===== config.mk =====
export PLATFORM = sky130hd
export DESIGN_NAME = joystick_axis_average_deadzone
export DESIGN_NICKNAME = d
export VERILOG_FILES = /design/src/rtl/jaad_pkg.sv /design/src/rtl/joystick_axis_average_deadzone.sv /design/src/rtl/jaad_front.sv /design/src/rtl/jaad_fifo.sv /design/src/rtl/jaad_div.sv /design/src/rtl/jaad_back.sv
export SDC_FILE = /design/constraint.sdc
export NUM_CORES = 2
export LEC_CHECK = 0
export ABC_AREA = 1
export BUFFER_PORTS_ARGS = -buffer_cell sky130_fd_sc_hd__buf_2
export CAP_MARGIN = 20
export CORE_MARGIN = 3
export CORE_UTILIZATION = 50
export DETAILED_ROUTE_END_ITERATION = 6
export GPL_TIMING_DRIVEN = 0
export PLACE_DENSITY = 0.71
export SLEW_MARGIN = 20
export SYNTH_ARGS = -nofsm -noshare
export SYNTH_HDL_FRONTEND = slang
export SYNTH_SLANG_ARGS = --single-unit

===== constraint.sdc =====
create_clock -name clk -period 7.4 [get_ports clk]
set_input_delay 1.11 -clock clk [delete_from_list [all_inputs] [get_ports clk]]
set_output_delay 1.11 -clock clk [all_outputs]
set_load 0.005 [all_outputs]

===== src/rtl/jaad_pkg.sv =====
`timescale 1ns / 1ps
// Shared types and constants for the joystick axis average/deadzone block.
// No dependencies; every rtl file imports this package.
package jaad_pkg;

  // defaults for the top-level parameters
  localparam int DEF_AVG_DEPTH   = 8;
  localparam int DEF_AXES        = 6;
  localparam int DEF_SAMPLE_BITS = 12;

  // fixed field widths
  localparam int MAX_AXES  = 6;
  localparam int IN_W      = 12;
  localparam int CFG_W     = 12;
  localparam int CFG_IDX_W = 2;
  localparam int VAL_W     = 16;
  localparam int IDX_W     = 3;
  localparam int QUO_W     = 16;

  localparam int SCALE_MUL = 32767;

  localparam logic [VAL_W-1:0] VAL_MAX = 16'h7FFF;
  localparam logic [VAL_W-1:0] VAL_MIN = 16'h8000;

  // register reset values
  localparam logic [CFG_W-1:0] RST_CENTER     = 12'd2048;
  localparam logic [CFG_W-1:0] RST_DEADZONE   = 12'd64;
  localparam logic [CFG_W-1:0] RST_FULL_SCALE = 12'd2047;

  typedef enum logic [CFG_IDX_W-1:0] {
    REG_CENTER     = 2'd0,
    REG_DEADZONE   = 2'd1,
    REG_FULL_SCALE = 2'd2
  } reg_idx_t;

  typedef struct packed {
    logic [CFG_W-1:0] center;
    logic [CFG_W-1:0] deadzone;
    logic [CFG_W-1:0] full_scale;
  } cfg_t;

  typedef struct packed {
    logic             start;
    logic [CFG_W-1:0] den;
    logic [CFG_W-1:0] rem_init;
    logic [QUO_W-1:0] num_low;
  } div_req_t;

  typedef struct packed {
    logic             busy;
    logic             done;
    logic [QUO_W-1:0] quo;
  } div_rsp_t;

  typedef enum logic {
    FR_IDLE,
    FR_UPDATE
  } front_state_t;

  typedef enum logic [2:0] {
    BK_IDLE,
    BK_MUL,
    BK_AVG,
    BK_OFS,
    BK_CHK,
    BK_DIV,
    BK_OUT
  } back_state_t;

endpackage


===== src/rtl/joystick_axis_average_deadzone.sv =====
`timescale 1ns / 1ps
// Joystick axis moving average with deadzone and 16-bit scaling.
// Each axis result is saturated directly or taken from the shared radix-2 divider.
// The front can take a new scan before the back end has finished the last one,
//   until the queue is full; each scan yields six axis words.
// Reset: registers to defaults, totals to depth*2048, ring reads as 2048 until
//   the write slot has wrapped once (fill flag, no clearing pass).
module joystick_axis_average_deadzone #(
  parameter int AVG_DEPTH   = jaad_pkg::DEF_AVG_DEPTH,
  parameter int AXES        = jaad_pkg::DEF_AXES,
  parameter int SAMPLE_BITS = jaad_pkg::DEF_SAMPLE_BITS
) (
  input  logic clk,
  input  logic rst_n,
  // scan input, one word per ADC scan
  input  logic in_valid,
  output logic in_ready,
  input  logic [jaad_pkg::IN_W-1:0] in_sample_left_x,
  input  logic [jaad_pkg::IN_W-1:0] in_sample_left_y,
  input  logic [jaad_pkg::IN_W-1:0] in_sample_left_z,
  input  logic [jaad_pkg::IN_W-1:0] in_sample_right_x,
  input  logic [jaad_pkg::IN_W-1:0] in_sample_right_y,
  input  logic [jaad_pkg::IN_W-1:0] in_sample_right_z,
  // one result word per axis
  output logic out_valid,
  input  logic out_ready,
  output logic [jaad_pkg::IDX_W-1:0] out_axis_index,
  output logic signed [jaad_pkg::VAL_W-1:0] out_axis_value,
  output logic out_last_axis,
  // register writes
  input  logic cfg_valid,
  output logic cfg_ready,
  input  logic [jaad_pkg::CFG_IDX_W-1:0] cfg_index,
  input  logic [jaad_pkg::CFG_W-1:0] cfg_data
);
  import jaad_pkg::*;

  localparam int TW    = SAMPLE_BITS + $clog2(AVG_DEPTH);
  localparam int ROW_W = AXES * TW;

  cfg_t cfg_r;
  logic [MAX_AXES-1:0][IN_W-1:0] samples;

  logic fifo_push, fifo_pop, fifo_full, fifo_empty;
  logic [ROW_W-1:0] push_data, pop_data;

  div_req_t div_req;
  div_rsp_t div_rsp;

  // registers are always writable; writes are only expected while idle
  assign cfg_ready = 1'b1;

  always_ff @(posedge clk) begin
    if (!rst_n) begin
      cfg_r.center     <= RST_CENTER;
      cfg_r.deadzone   <= RST_DEADZONE;
      cfg_r.full_scale <= RST_FULL_SCALE;
    end else if (cfg_valid) begin
      unique case (cfg_index)
        REG_CENTER:     cfg_r.center     <= cfg_data;
        REG_DEADZONE:   cfg_r.deadzone   <= cfg_data;
        REG_FULL_SCALE: cfg_r.full_scale <= cfg_data;
        default:        ; // unused index, write dropped
      endcase
    end
  end

  assign samples[0] = in_sample_left_x;
  assign samples[1] = in_sample_left_y;
  assign samples[2] = in_sample_left_z;
  assign samples[3] = in_sample_right_x;
  assign samples[4] = in_sample_right_y;
  assign samples[5] = in_sample_right_z;

  // front: ring update and running totals
  jaad_front #(
    .AVG_DEPTH  (AVG_DEPTH),
    .AXES       (AXES),
    .SAMPLE_BITS(SAMPLE_BITS)
  ) u_front (
    .clk       (clk),
    .rst_n     (rst_n),
    .in_valid  (in_valid),
    .in_ready  (in_ready),
    .in_samples(samples),
    .fifo_full (fifo_full),
    .push      (fifo_push),
    .push_data (push_data)
  );

  // decouples ring update from the slow per-axis scaling
  jaad_fifo #(
    .WIDTH(ROW_W)
  ) u_fifo (
    .clk      (clk),
    .rst_n    (rst_n),
    .push     (fifo_push),
    .push_data(push_data),
    .full     (fifo_full),
    .pop      (fifo_pop),
    .pop_data (pop_data),
    .empty    (fifo_empty)
  );

  // back: average, deadzone, scale, saturate, one axis at a time
  jaad_back #(
    .AVG_DEPTH  (AVG_DEPTH),
    .AXES       (AXES),
    .SAMPLE_BITS(SAMPLE_BITS)
  ) u_back (
    .clk           (clk),
    .rst_n         (rst_n),
    .cfg           (cfg_r),
    .pop_empty     (fifo_empty),
    .pop           (fifo_pop),
    .pop_data      (pop_data),
    .div_req       (div_req),
    .div_rsp       (div_rsp),
    .out_valid     (out_valid),
    .out_ready     (out_ready),
    .out_axis_index(out_axis_index),
    .out_axis_value(out_axis_value),
    .out_last_axis (out_last_axis)
  );

  jaad_div u_div (
    .clk  (clk),
    .rst_n(rst_n),
    .req  (div_req),
    .rsp  (div_rsp)
  );

endmodule


===== src/rtl/jaad_front.sv =====
`timescale 1ns / 1ps
// Front end: accepts a scan word, updates the sample ring and running totals,
// and pushes the totals of all axes into the queue. Depends on jaad_pkg.
module jaad_front #(
  parameter int AVG_DEPTH   = 8,
  parameter int AXES        = 6,
  parameter int SAMPLE_BITS = 12
) (
  input  logic clk,
  input  logic rst_n,
  input  logic in_valid,
  output logic in_ready,
  input  logic [jaad_pkg::MAX_AXES-1:0][jaad_pkg::IN_W-1:0] in_samples,
  input  logic fifo_full,
  output logic push,
  output logic [AXES*(SAMPLE_BITS+$clog2(AVG_DEPTH))-1:0] push_data
);
  import jaad_pkg::*;

  localparam int TW     = SAMPLE_BITS + $clog2(AVG_DEPTH);
  localparam int SLOT_W = (AVG_DEPTH > 1) ? $clog2(AVG_DEPTH) : 1;
  localparam int ROW_W  = AXES * SAMPLE_BITS;
  localparam logic [SAMPLE_BITS-1:0] FILL = SAMPLE_BITS'(1 << (SAMPLE_BITS - 1));
  localparam logic [TW-1:0] TOTAL_RST = TW'(AVG_DEPTH * (1 << (SAMPLE_BITS - 1)));
  localparam logic [SLOT_W-1:0] SLOT_LAST = SLOT_W'(AVG_DEPTH - 1);

  front_state_t state_r, state_nxt;
  logic accept;

  logic [AXES-1:0][SAMPLE_BITS-1:0] smp_in;
  logic [AXES-1:0][SAMPLE_BITS-1:0] smp_r;
  logic [AXES-1:0][SAMPLE_BITS-1:0] old_row;
  logic [ROW_W-1:0] hist_mem [AVG_DEPTH];
  logic [ROW_W-1:0] rd_row_r;
  logic [SLOT_W-1:0] slot_r, slot_nxt;
  logic filled_r, filled_nxt;
  logic [AXES-1:0][TW-1:0] total_r, total_nxt;

  assign in_ready = (state_r == FR_IDLE) && !fifo_full;
  assign accept   = in_valid && in_ready;

  // keep only the low SAMPLE_BITS of each raw sample
  always_comb begin
    logic [15:0] ext;
    for (int a = 0; a < AXES; a++) begin
      ext = {4'd0, in_samples[a]};
      smp_in[a] = ext[SAMPLE_BITS-1:0];
    end
  end

  always_comb begin
    state_nxt = state_r;
    unique case (state_r)
      FR_IDLE:   if (accept) state_nxt = FR_UPDATE;
      FR_UPDATE: state_nxt = FR_IDLE;
      default:   state_nxt = FR_IDLE;
    endcase
  end

  always_ff @(posedge clk) begin
    if (!rst_n) state_r <= FR_IDLE;
    else        state_r <= state_nxt;
  end

  // ring row: read at accept, overwrite on the update cycle
  always_ff @(posedge clk) begin
    if (accept) begin
      rd_row_r <= hist_mem[slot_r];
      smp_r    <= smp_in;
    end
    if (state_r == FR_UPDATE) hist_mem[slot_r] <= smp_r;
  end

  // a slot holds the reset fill until the write pointer has wrapped once
  assign old_row = filled_r ? rd_row_r : {AXES{FILL}};

  always_comb begin
    for (int a = 0; a < AXES; a++)
      total_nxt[a] = total_r[a] - TW'(old_row[a]) + TW'(smp_r[a]);
  end

  always_comb begin
    slot_nxt   = (slot_r == SLOT_LAST) ? '0 : slot_r + 1'b1;
    filled_nxt = filled_r || (slot_r == SLOT_LAST);
  end

  always_ff @(posedge clk) begin
    if (!rst_n) begin
      slot_r   <= '0;
      filled_r <= 1'b0;
      total_r  <= {AXES{TOTAL_RST}};
    end else if (state_r == FR_UPDATE) begin
      slot_r   <= slot_nxt;
      filled_r <= filled_nxt;
      total_r  <= total_nxt;
    end
  end

  assign push      = (state_r == FR_UPDATE);
  assign push_data = total_nxt;

  a_accept_updates: assert property (@(posedge clk) disable iff (!rst_n)
    accept |=> (state_r == FR_UPDATE))
    else $error("front: accepted word not followed by update");

endmodule


===== src/rtl/jaad_fifo.sv =====
`timescale 1ns / 1ps
// Two-entry queue carrying per-scan running totals from front to back end.
// Depends on jaad_pkg only through the common import convention.
module jaad_fifo #(
  parameter int WIDTH = 90
) (
  input  logic clk,
  input  logic rst_n,
  input  logic push,
  input  logic [WIDTH-1:0] push_data,
  output logic full,
  input  logic pop,
  output logic [WIDTH-1:0] pop_data,
  output logic empty
);
  import jaad_pkg::*;

  logic [WIDTH-1:0] mem_r [2];
  logic wr_ptr_r, rd_ptr_r;
  logic [1:0] count_r, count_nxt;

  assign full     = (count_r == 2'd2);
  assign empty    = (count_r == 2'd0);
  assign pop_data = mem_r[rd_ptr_r];

  always_comb begin
    count_nxt = count_r;
    case ({push, pop})
      2'b10:   count_nxt = count_r + 2'd1;
      2'b01:   count_nxt = count_r - 2'd1;
      default: count_nxt = count_r;
    endcase
  end

  always_ff @(posedge clk) begin
    if (push) mem_r[wr_ptr_r] <= push_data;
  end

  always_ff @(posedge clk) begin
    if (!rst_n) begin
      wr_ptr_r <= 1'b0;
      rd_ptr_r <= 1'b0;
      count_r  <= 2'd0;
    end else begin
      if (push) wr_ptr_r <= !wr_ptr_r;
      if (pop)  rd_ptr_r <= !rd_ptr_r;
      count_r <= count_nxt;
    end
  end

  a_no_overflow: assert property (@(posedge clk) disable iff (!rst_n)
    push |-> !full)
    else $error("fifo: push while full");

  a_no_underflow: assert property (@(posedge clk) disable iff (!rst_n)
    pop |-> !empty)
    else $error("fifo: pop while empty");

endmodule


===== src/rtl/jaad_div.sv =====
`timescale 1ns / 1ps
// Shared radix-2 restoring divider, one quotient bit per cycle.
// Depends on jaad_pkg (div_req_t, div_rsp_t).
module jaad_div (
  input  logic clk,
  input  logic rst_n,
  input  jaad_pkg::div_req_t req,
  output jaad_pkg::div_rsp_t rsp
);
  import jaad_pkg::*;

  localparam logic [3:0] CNT_LAST = 4'(QUO_W - 1);

  logic [CFG_W-1:0] rem_r, rem_nxt;
  logic [CFG_W-1:0] den_r;
  logic [QUO_W-1:0] q_r, q_nxt;
  logic [3:0] cnt_r;
  logic busy_r, done_r;
  logic [CFG_W:0] trial, diff;
  logic ge;

  // remainder stays below the divisor, so the shifted trial fits CFG_W+1 bits
  always_comb begin
    trial   = {rem_r, q_r[QUO_W-1]};
    diff    = trial - {1'b0, den_r};
    ge      = (trial >= {1'b0, den_r});
    rem_nxt = ge ? diff[CFG_W-1:0] : trial[CFG_W-1:0];
    q_nxt   = {q_r[QUO_W-2:0], ge};
  end

  always_ff @(posedge clk) begin
    if (req.start) begin
      rem_r <= req.rem_init;
      q_r   <= req.num_low;
      den_r <= req.den;
    end else if (busy_r) begin
      rem_r <= rem_nxt;
      q_r   <= q_nxt;
    end
  end

  always_ff @(posedge clk) begin
    if (!rst_n) begin
      busy_r <= 1'b0;
      done_r <= 1'b0;
      cnt_r  <= '0;
    end else begin
      done_r <= 1'b0;
      if (req.start) begin
        busy_r <= 1'b1;
        cnt_r  <= '0;
      end else if (busy_r) begin
        cnt_r <= cnt_r + 4'd1;
        if (cnt_r == CNT_LAST) begin
          busy_r <= 1'b0;
          done_r <= 1'b1;
        end
      end
    end
  end

  assign rsp.busy = busy_r;
  assign rsp.done = done_r;
  assign rsp.quo  = q_r;

  a_start_when_idle: assert property (@(posedge clk) disable iff (!rst_n)
    req.start |-> !busy_r)
    else $error("div: start while busy");

endmodule


===== src/rtl/jaad_back.sv =====
`timescale 1ns / 1ps
// Back end: per axis average, center offset, deadzone, scale and saturate,
// then the result register. Depends on jaad_pkg and the shared jaad_div.
module jaad_back #(
  parameter int AVG_DEPTH   = 8,
  parameter int AXES        = 6,
  parameter int SAMPLE_BITS = 12
) (
  input  logic clk,
  input  logic rst_n,
  input  jaad_pkg::cfg_t cfg,
  input  logic pop_empty,
  output logic pop,
  input  logic [AXES*(SAMPLE_BITS+$clog2(AVG_DEPTH))-1:0] pop_data,
  output jaad_pkg::div_req_t div_req,
  input  jaad_pkg::div_rsp_t div_rsp,
  output logic out_valid,
  input  logic out_ready,
  output logic [jaad_pkg::IDX_W-1:0] out_axis_index,
  output logic signed [jaad_pkg::VAL_W-1:0] out_axis_value,
  output logic out_last_axis
);
  import jaad_pkg::*;

  localparam int TW   = SAMPLE_BITS + $clog2(AVG_DEPTH);
  localparam int AX_W = (AXES > 1) ? $clog2(AXES) : 1;
  localparam int MW   = (SAMPLE_BITS > CFG_W) ? SAMPLE_BITS : CFG_W;
  localparam int NW   = MW + 15;
  localparam int CW   = NW + 1;
  localparam logic [TW:0] RECIP   = (TW + 1)'((1 << TW) / AVG_DEPTH);
  localparam logic [TW:0] DEPTH_C = (TW + 1)'(AVG_DEPTH);
  localparam logic [AX_W-1:0] AX_LAST = AX_W'(AXES - 1);
  localparam logic [NW-1:0] SCALE_C = NW'(SCALE_MUL);

  back_state_t state_r, state_nxt;

  logic [AXES-1:0][TW-1:0] row_r;
  logic [AX_W-1:0] axis_r;
  logic [2*TW:0] prod_r;
  logic [SAMPLE_BITS-1:0] avg_r;
  logic [NW-1:0] n_r;
  logic neg_r;
  logic [VAL_W-1:0] res_r;

  logic out_valid_r, out_last_r;
  logic [IDX_W-1:0] out_idx_r;
  logic [VAL_W-1:0] out_val_r;

  logic [TW-1:0] tot_sel;
  logic [TW:0] q0, qd, rr, avg_fix;
  logic signed [MW:0] ofs;
  logic [MW-1:0] mag, mag_dz;
  logic [CFG_W-1:0] den;
  logic [CW-1:0] lim;
  logic sat;
  logic out_load;

  assign tot_sel = row_r[axis_r];

  // floor(total / depth): reciprocal product is at most one low, fix it up
  always_comb begin
    q0      = prod_r[2*TW:TW];
    qd      = (TW + 1)'(q0 * DEPTH_C);
    rr      = {1'b0, tot_sel} - qd;
    avg_fix = (rr >= DEPTH_C) ? q0 + 1'b1 : q0;
  end

  always_comb begin
    ofs    = $signed({1'b0, MW'(avg_r)}) - $signed({1'b0, MW'(cfg.center)});
    mag    = ofs[MW] ? MW'(-ofs) : ofs[MW-1:0];
    mag_dz = (mag < MW'(cfg.deadzone)) ? '0 : mag;
  end

  // signed result overflows 16 bits exactly when n >= den*32768 (+den if negative)
  always_comb begin
    den = (cfg.full_scale == '0) ? CFG_W'(1) : cfg.full_scale;
    lim = (CW'(den) << 15) + (neg_r ? CW'(den) : '0);
    sat = ({1'b0, n_r} >= lim);
  end

  assign out_load = !out_valid_r || out_ready;

  always_comb begin
    state_nxt        = state_r;
    pop              = 1'b0;
    div_req.start    = 1'b0;
    div_req.den      = den;
    div_req.rem_init = CFG_W'(n_r >> QUO_W);
    div_req.num_low  = n_r[QUO_W-1:0];
    unique case (state_r)
      BK_IDLE: begin
        if (!pop_empty) begin
          pop       = 1'b1;
          state_nxt = BK_MUL;
        end
      end
      BK_MUL: state_nxt = BK_AVG;
      BK_AVG: state_nxt = BK_OFS;
      BK_OFS: state_nxt = BK_CHK;
      BK_CHK: begin
        if (sat) begin
          state_nxt = BK_OUT;
        end else begin
          div_req.start = 1'b1;
          state_nxt     = BK_DIV;
        end
      end
      BK_DIV: if (div_rsp.done) state_nxt = BK_OUT;
      BK_OUT: begin
        if (out_load) state_nxt = (axis_r == AX_LAST) ? BK_IDLE : BK_MUL;
      end
      default: state_nxt = BK_IDLE;
    endcase
  end

  always_ff @(posedge clk) begin
    if (!rst_n) state_r <= BK_IDLE;
    else        state_r <= state_nxt;
  end

  // datapath registers, one step per state
  always_ff @(posedge clk) begin
    if (pop)                row_r  <= pop_data;
    if (state_r == BK_MUL)  prod_r <= (2 * TW + 1)'(tot_sel * RECIP);
    if (state_r == BK_AVG)  avg_r  <= SAMPLE_BITS'(avg_fix);
    if (state_r == BK_OFS) begin
      n_r   <= NW'(mag_dz) * SCALE_C;
      neg_r <= ofs[MW];
    end
    if (state_r == BK_CHK && sat) res_r <= neg_r ? VAL_MIN : VAL_MAX;
    if (state_r == BK_DIV && div_rsp.done)
      res_r <= neg_r ? VAL_W'(-div_rsp.quo) : div_rsp.quo;
  end

  always_ff @(posedge clk) begin
    if (!rst_n) begin
      axis_r <= '0;
    end else if (pop) begin
      axis_r <= '0;
    end else if (state_r == BK_OUT && out_load && axis_r != AX_LAST) begin
      axis_r <= axis_r + 1'b1;
    end
  end

  // output register
  always_ff @(posedge clk) begin
    if (!rst_n) begin
      out_valid_r <= 1'b0;
    end else if (state_r == BK_OUT && out_load) begin
      out_valid_r <= 1'b1;
    end else if (out_ready) begin
      out_valid_r <= 1'b0;
    end
  end

  always_ff @(posedge clk) begin
    if (state_r == BK_OUT && out_load) begin
      out_idx_r  <= IDX_W'(axis_r);
      out_val_r  <= res_r;
      out_last_r <= (axis_r == AX_LAST);
    end
  end

  assign out_valid      = out_valid_r;
  assign out_axis_index = out_idx_r;
  assign out_axis_value = out_val_r;
  assign out_last_axis  = out_last_r;

  a_last_on_final_axis: assert property (@(posedge clk) disable iff (!rst_n)
    (out_valid_r && out_last_r) |-> (out_idx_r == IDX_W'(AXES - 1)))
    else $error("back: last flag on wrong axis");

  a_div_in_flight: assert property (@(posedge clk) disable iff (!rst_n)
    (state_r == BK_DIV) |-> (div_rsp.busy || div_rsp.done))
    else $error("back: waiting on idle divider");

endmodule


* Yosys cells after proc, flatten, opt, wreduce, memory -nomap -nowiden *
Memory sizes are Yosys's and may differ from the RTL's. A register that Yosys moved wholly into a read port is not among the register bits.
Cells that the tools add are included.

word-level totals
  RAM bits = 756
  logic and storage cells = 158
  memories kept = 2
  input port bits = 91
  bits in registers = 351
  output and inout port bits = 23

memory list
  name              words  width  read ports  clocked after Yosys merged registers in  wr ports  RTL line          text
  u_front.hist_mem  8      72     1           1                                        1         jaad_front.sv:33  logic [ROW_W-1:0] hist_mem [AVG_DEPTH];
  u_fifo.mem_r      2      90     1           1                                        1         jaad_fifo.sv:18   logic [WIDTH-1:0] mem_r [2];

cells by class
  muxes and demuxes = 39
  eq/ne operators = 18
  $lt $le $gt $ge = 5
  $add $sub $neg = 24
  $mul = 1
  bitwise logic cells = 3
  reductions and logical operators = 27

operators with widths
  operator                                                                               count
  16-bit 2-to-1 mux                                                                      6
  15-bit by 12-bit adder with 15-bit output                                              6
  15-bit by 12-bit subtractor with 15-bit output                                         6
  12-bit 2-to-1 mux                                                                      6
  72-bit 2-to-1 mux                                                                      1
  15-bit binary-select mux with 3-bit select                                             1
  27-bit by 28-bit adder with 28-bit output                                              1
  27-bit by 28-bit greater-or-equal comparator with 1-bit output                         1
  12-bit by 15-bit multiplier with 27-bit output (second input constant)                 1
  11-bit 2-to-1 mux                                                                      2
  3-bit case mux with 7 select lines                                                     1
  16-bit by 4-bit greater-or-equal comparator with 1-bit output (second input constant)  1
  16-bit negator                                                                         1
  15-bit by 15-bit subtractor with 16-bit output                                         1
  3-bit equality test (second input constant)                                            5
  15-bit 2-to-1 mux                                                                      1
  1-bit 2-to-1 mux                                                                       14
  13-bit by 12-bit greater-or-equal comparator with 1-bit output                         1
  12-bit by 12-bit subtractor with 13-bit output                                         1
  12-bit by 1-bit adder with 12-bit output (second input constant)                       1
  12-bit zero test                                                                       1
  12-bit < comparator                                                                    1
  3-bit 2-to-1 mux                                                                       4
  12-bit negator                                                                         1
  other kinds (28)                                                                       52

* Depth between registers and ports, before layout *
  depth after elaboration = 8
  gate-level depth with buffers = 43
  gate-level depth less buffers = 43

* Modules after synthesis *
A second synthesis with hierarchy kept.

second synthesis, totals
  cell total of the unflattened synthesis = 5893
  area total of the unflattened synthesis = 62098.3 um^2

modules (own cells, without submodules)
  module                          area an instance (um^2)  times used  cells an instance
  jaad_front                      37906.4                  1           3643
  jaad_back                       12550.8                  1           1373
  jaad_fifo                       7174.4                   1           315
  jaad_div                        2969.1                   1           349
  joystick_axis_average_deadzone  1497.7                   1           213

* Worst setup path before layout *
Ideal clock, no wire load.

  path kind = register to register
  start = reg u_back.avg_r[0]
  end = reg u_back.n_r[24], data pin
  path buffers = 0
  arrival time = 7220 ps
  setup slack = -72 ps
  setup time = 252 ps
  stages on the path, launching flop included = 39
  cell sequence = edfxtp_1 -> inv_1 -> ha_1 -> fa_1 -> inv_1 -> nand3_1 -> nand2_1 -> nand2_1 -> nand3_1 -> nand2_2 -> nor2_2 -> inv_1 -> nor2_1 -> nand2_1 -> nand3_1 -> nand2_1 -> ha_1 -> nand2_1 -> [... 3 more ...] -> clkinv_1 -> nor2_1 -> fa_1 -> fa_1 -> fa_1 -> xnor2_1 -> xor2_1 -> inv_1 -> fa_1 -> inv_1 -> ha_1 -> a21oi_1 -> o21ai_0 -> a211oi_1 -> nand2_1 -> a21o_1 -> nand2_1 -> nand2_1

between the ends
  cells in the longest elaborated chain, start to end = 6

RTL lines
  what                                                RTL line          text
  start: declaration                                  jaad_back.sv:40   logic [SAMPLE_BITS-1:0] avg_r;
  start signal: assignment                            jaad_back.sv:125  if (state_r == BK_AVG) avg_r <= SAMPLE_BITS'(avg_fix);
  12-bit by 12-bit subtractor with 13-bit output (*)  jaad_back.sv:69   ofs = $signed({1'b0, MW'(avg_r)}) - $signed({1'b0, MW'(cfg.center)});
  12-bit negator                                      jaad_back.sv:70   mag = ofs[MW] ? MW'(-ofs) : ofs[MW-1:0];
  12-bit 2-to-1 mux (*)                               jaad_back.sv:70
  12-bit < comparator                                 jaad_back.sv:71   mag_dz = (mag < MW'(cfg.deadzone)) ? '0 : mag;
  12-bit 2-to-1 mux (*)                               jaad_back.sv:71
  12-bit by 15-bit multiplier with 27-bit output (*)  jaad_back.sv:127  n_r <= NW'(mag_dz) * SCALE_C;
  end signal: assignment                              jaad_back.sv:127
  end: declaration                                    jaad_back.sv:41   logic [NW-1:0] n_r;

Mark *: on every way between the ends. The rest lies on a longest branch, timed or not.
A chain may end at the register's enable or synchronous reset.

* Worst setup path in the final report *
  start = reg cfg_r[24] (netlist bit)
  end = reg u_back.n_r[24], data pin

between the ends
  cells in the longest elaborated chain, start to end = 6

RTL lines
  what                                                RTL line                              text
  start: declaration                                  joystick_axis_average_deadzone.sv:41  cfg_t cfg_r;
  12-bit by 12-bit subtractor with 13-bit output (*)  jaad_back.sv:69
  12-bit negator                                      jaad_back.sv:70
  12-bit 2-to-1 mux (*)                               jaad_back.sv:70
  12-bit < comparator                                 jaad_back.sv:71
  12-bit 2-to-1 mux (*)                               jaad_back.sv:71
  12-bit by 15-bit multiplier with 27-bit output (*)  jaad_back.sv:127

Marked as above.

==> impl_metrics.env <==
export IMPL_seq_area_mm2=0.03490
export IMPL_grt_pass1_wl_um=221000
export IMPL_clk_latency_ns=0.74
export IMPL_cts_root_buf="clkbuf_16"
export IMPL_fill_cells=9169
export IMPL_slew_headroom_pct=17.37
export IMPL_core_mm2=0.1147
export IMPL_hold_depth=0
export IMPL_setup_worst_path_start_class="register"
export IMPL_drtAntennaViolNets=0
export IMPL_cts_buffers=121
export IMPL_fin_crit_ns=7.458
export IMPL_cts_tree="done"
export IMPL_cp_required_ns=7.83
export IMPL_die_height_um=346.3
export IMPL_ys_top_cells_by_area="edfxtp_1, nand2_1, dfxtp_1"
export IMPL_multiInputGateArea_mm2=0.02019
export IMPL_drc=0
export IMPL_gp_congestion=0.8869
export IMPL_arrival_ns=7.88
export IMPL_clk_path_buf_depth=3
export IMPL_yosysWarnings=0
export IMPL_tightestPinTransition_ns=1.239
export IMPL_min_to="u_back.out_axis_value[1]$_DFFE_PP_"
export IMPL_skew_ns=0.07630
export IMPL_dieArea_mm2=0.1199
export IMPL_r2r_cells=33
export IMPL_fin_area_mm2=0.06627
export IMPL_met2_usage_pct=39.47
export IMPL_syn_num_nets=5873
export IMPL_fin_crit_sh_pct=100.8
export IMPL_rows=124
export IMPL_io_pins=114
export IMPL_crit_fanout=8
export IMPL_grt_usage_pct=23.78
export IMPL_h_tree_depth=3
export IMPL_fmaxAchievable_mhz=134.1
export IMPL_finalSetupViolCount=3
export IMPL_areaGrowthSynthToFinish_pct=14.46
export IMPL_synth_top_area_cell="edfxtp_1"
export IMPL_status="complete, but fails checks"
export IMPL_busiest_layer="met2"
export IMPL_viasPerCell=5.412
export IMPL_hold_buffers=0
export IMPL_antenna_found_initial=4
export IMPL_routed_wl_um=145000
export IMPL_syn_instance_count=5419
export IMPL_gr_usage_met1_pct=31.55
export IMPL_path_buf_inv=5
export IMPL_clkTransAtPathRegs_ns=0.06
export IMPL_dpl_cell_count=7077
export IMPL_grt_pass1_vias=38782
export IMPL_syn_area_mm2=0.05790
export IMPL_first_pass_iters=6
export IMPL_worst_slack_ns=-0.05816
export IMPL_final_cells=7344
export IMPL_drtIter0Drc=3801
export IMPL_placed_cell_area_mm2=0.06120
export IMPL_hp_class="reg2reg"
export IMPL_cp_slowest_cell="fa_2"
export IMPL_crit_type="reg2reg"
export IMPL_rsz0062_at_grt="true"
export IMPL_slew_viol_final=0
export IMPL_grt_ovfl_total=0
export IMPL_ys_seq_elements=1212
export IMPL_cpPeakStageDelay_ns=0.68
export IMPL_min_from="u_back.res_r[1]$_DFFE_PP_"
export IMPL_wire_per_inst_um=19.75
export IMPL_start_util_pct=50.50
export IMPL_endpoint_kind="register"
export IMPL_cts_sinks=1212
export IMPL_final_nets=6182
export IMPL_numPortBuffers=112
export IMPL_regToRegSetupSlack_ns=-0.06
export IMPL_grt_max_degree=83
export IMPL_dp_hpwl_um=103600
export IMPL_drive_gt1_share_pct=10.39
export IMPL_die_w_um=346.3
export IMPL_synth_seq_area_share_pct=60.29
export IMPL_syn_mean_instance_area_um2=10.68
export IMPL_drv_cap=0
export IMPL_violations="setup timing"
export IMPL_via_count=39749
export IMPL_hold_violations=0
export IMPL_postLayoutCoreUtil_pct=57.80
export IMPL_grt_use_met3_pct=3.715
export IMPL_critical_path_top_delay_family="adder cells"
export IMPL_rr_startpoint="cfg_r[24]$_SDFFE_PN0P_"
export IMPL_r2r_end="u_back.n_r[24]$_DFFE_PN_"
export IMPL_yosysTopAreaCellShare_pct=55.13
export IMPL_synthDistinctLibCells=60
[worst register-to-register path, delay by kind of cell, from the launching register on]
| kind | cells | cell delay, ns |
|---|---|---|
| buf+inv | 5 | 0.32 |
| fa+ha+maj | 10 | 4.22 |
| xor+xnor | 1 | 0.20 |
| simple gates | 11 | 1.04 |
| flops | 1 | 0.36 |
| compound gates | 6 | 1.10 |
[through the flow]
step / hold slack [ns] / TNS [ns] / setup slack, ns
after global routing: 0.4338 / -2.641 / -0.2950
after floorplan: 0.4003 / 0 / 0.02250
after CTS: 0.4182 / -0.1368 / -0.04001
after detailed placement: 0.4045 / -16.44 / -1.141
final: 0.4108 / -0.1090 / -0.05816
after global placement: 0.4044 / -348.48 / -1.074
[cell usage in the layout, fill, tap and decap left out, drive strengths merged, types with 72 or more instances in the layout]
master	n
edfxtp	1063
nand2	821
inv	771
nor2	730
o21ai	535
clkbuf	300
buf	251
a21oi	249
ha	235
dfxtp	149
nand3	129
fa	128
xor2	107
o2111ai	72
[sequential cells by signal, summed over array words and instances, names as in the netlist, 12 cells and up]
register               count
u_back.avg_r              12
u_div.rem_r               12
u_front.total_r           90
u_front.rd_row_r          72
u_div.q_r                 16
u_front.hist_mem         576
u_div.den_r               12
u_back.res_r              16
u_front.smp_r             72
u_back.n_r                27
u_back.out_axis_value     16
u_back.prod_r             12
cfg_r                     36
u_back.row_r              72
u_fifo.mem_r             144
[cell type report]
cell class | instances | area share [%]
Timing Repair Buffer | 185 | 2.405
Sequential cell | 1212 | 52.67
Antenna cell | 1 | 0.003776
Buffer | 198 | 1.263
Multi-Input combinational cell | 3235 | 30.47
Clock inverter | 58 | 0.8515
Tap cell | 1512 | 2.855
Timing Repair inverter | 1 | 0.01322
Inverter | 774 | 4.433
Clock buffer | 168 | 5.035
[per-layer routing]
layer | up-vias | share of wire, %
met5 | - | 0.0069
met4 | 2 | 4.1
met3 | 313 | 7.7
met2 | 1620 | 48
met1 | 18945 | 40
li1 | 18869 | -
[kinds of logic (layout without fill, tap and decap cells)]
kind of cell             after synthesis  in the layout  share of synthesized area (%)
other                                  1              2                       0.006477
buffers and inverters                972           1384                          6.462
multiplexers                           1              1                        0.01729
XOR/XNOR                             144            144                          2.204
AO/OA/AOI/OAI                        968            968                          9.373
AND/OR/NAND/NOR                     1758           1758                          12.15
flip-flops                          1212           1212                          60.29
adder cells (fa/ha/maj)              363            363                          9.504
[cell usage after synthesis (all sizes together)]
| master | number |
|---|---|
| o2111ai | 72 |
| a221oi | 4 |
| a22o | 1 |
| inv | 768 |
| edfxtp | 1063 |
| xnor2 | 37 |
| o31ai | 7 |
| o21ai | 535 |
| o21bai | 11 |
| clkbuf | 132 |
| o211a | 1 |
| a31o | 1 |
| and3 | 1 |
| dfxtp | 149 |
| a31oi | 18 |
| nand3b | 8 |
| o21a | 4 |
| o211ai | 15 |
| nand3 | 129 |
| nand4 | 24 |
| xor2 | 107 |
| a21oi | 249 |
| nor4 | 6 |
| mux2i | 1 |
| fa | 128 |
| or2 | 4 |
| o311a | 1 |
| nor3b | 4 |
| ha | 235 |
| nand2 | 821 |
| conb | 1 |
| a211oi | 7 |
| a21o | 25 |
| clkinv | 6 |
| and2 | 4 |
| nor2 | 730 |
| buf | 66 |
| nor3 | 27 |
| o22ai | 12 |
| a32oi | 1 |
| a21boi | 4 |
[what timing repair did]
| item | in CTS | in global routing |
|---|---|---|
| pin swaps | 32 | 67 |
| resized for setup | 71 | 133 |
| cloned | 0 | 1 |
| endpoints found under the setup margin | 19 | 17 |
| buffers inserted | 16 | 22 |
[how the worst max path moves through the flow]
stage | start | end | slack [ns] | cells past startpoint
4_1_cts | u_back.avg_r[0]$_DFFE_PP_ | u_back.n_r[19]$_DFFE_PN_ | -0.04 | 36
2_1_floorplan | u_back.avg_r[0]$_DFFE_PP_ | u_back.n_r[24]$_DFFE_PN_ | 0.02 | 38
3_3_place_gp | u_back.avg_r[0]$_DFFE_PP_ | u_back.n_r[26]$_DFFE_PN_ | -1.07 | 35
3_5_place_dp | u_back.avg_r[0]$_DFFE_PP_ | u_back.n_r[21]$_DFFE_PN_ | -1.14 | 35
5_1_grt | u_back.avg_r[0]$_DFFE_PP_ | u_back.n_r[24]$_DFFE_PN_ | -0.30 | 34
6_report | cfg_r[24]$_SDFFE_PN0P_ | u_back.n_r[24]$_DFFE_PN_ | -0.06 | 33
Power is left out: the tool's default activity adds up to more than one toggle a clock period on the data nets, which glitch-free logic cannot reach.
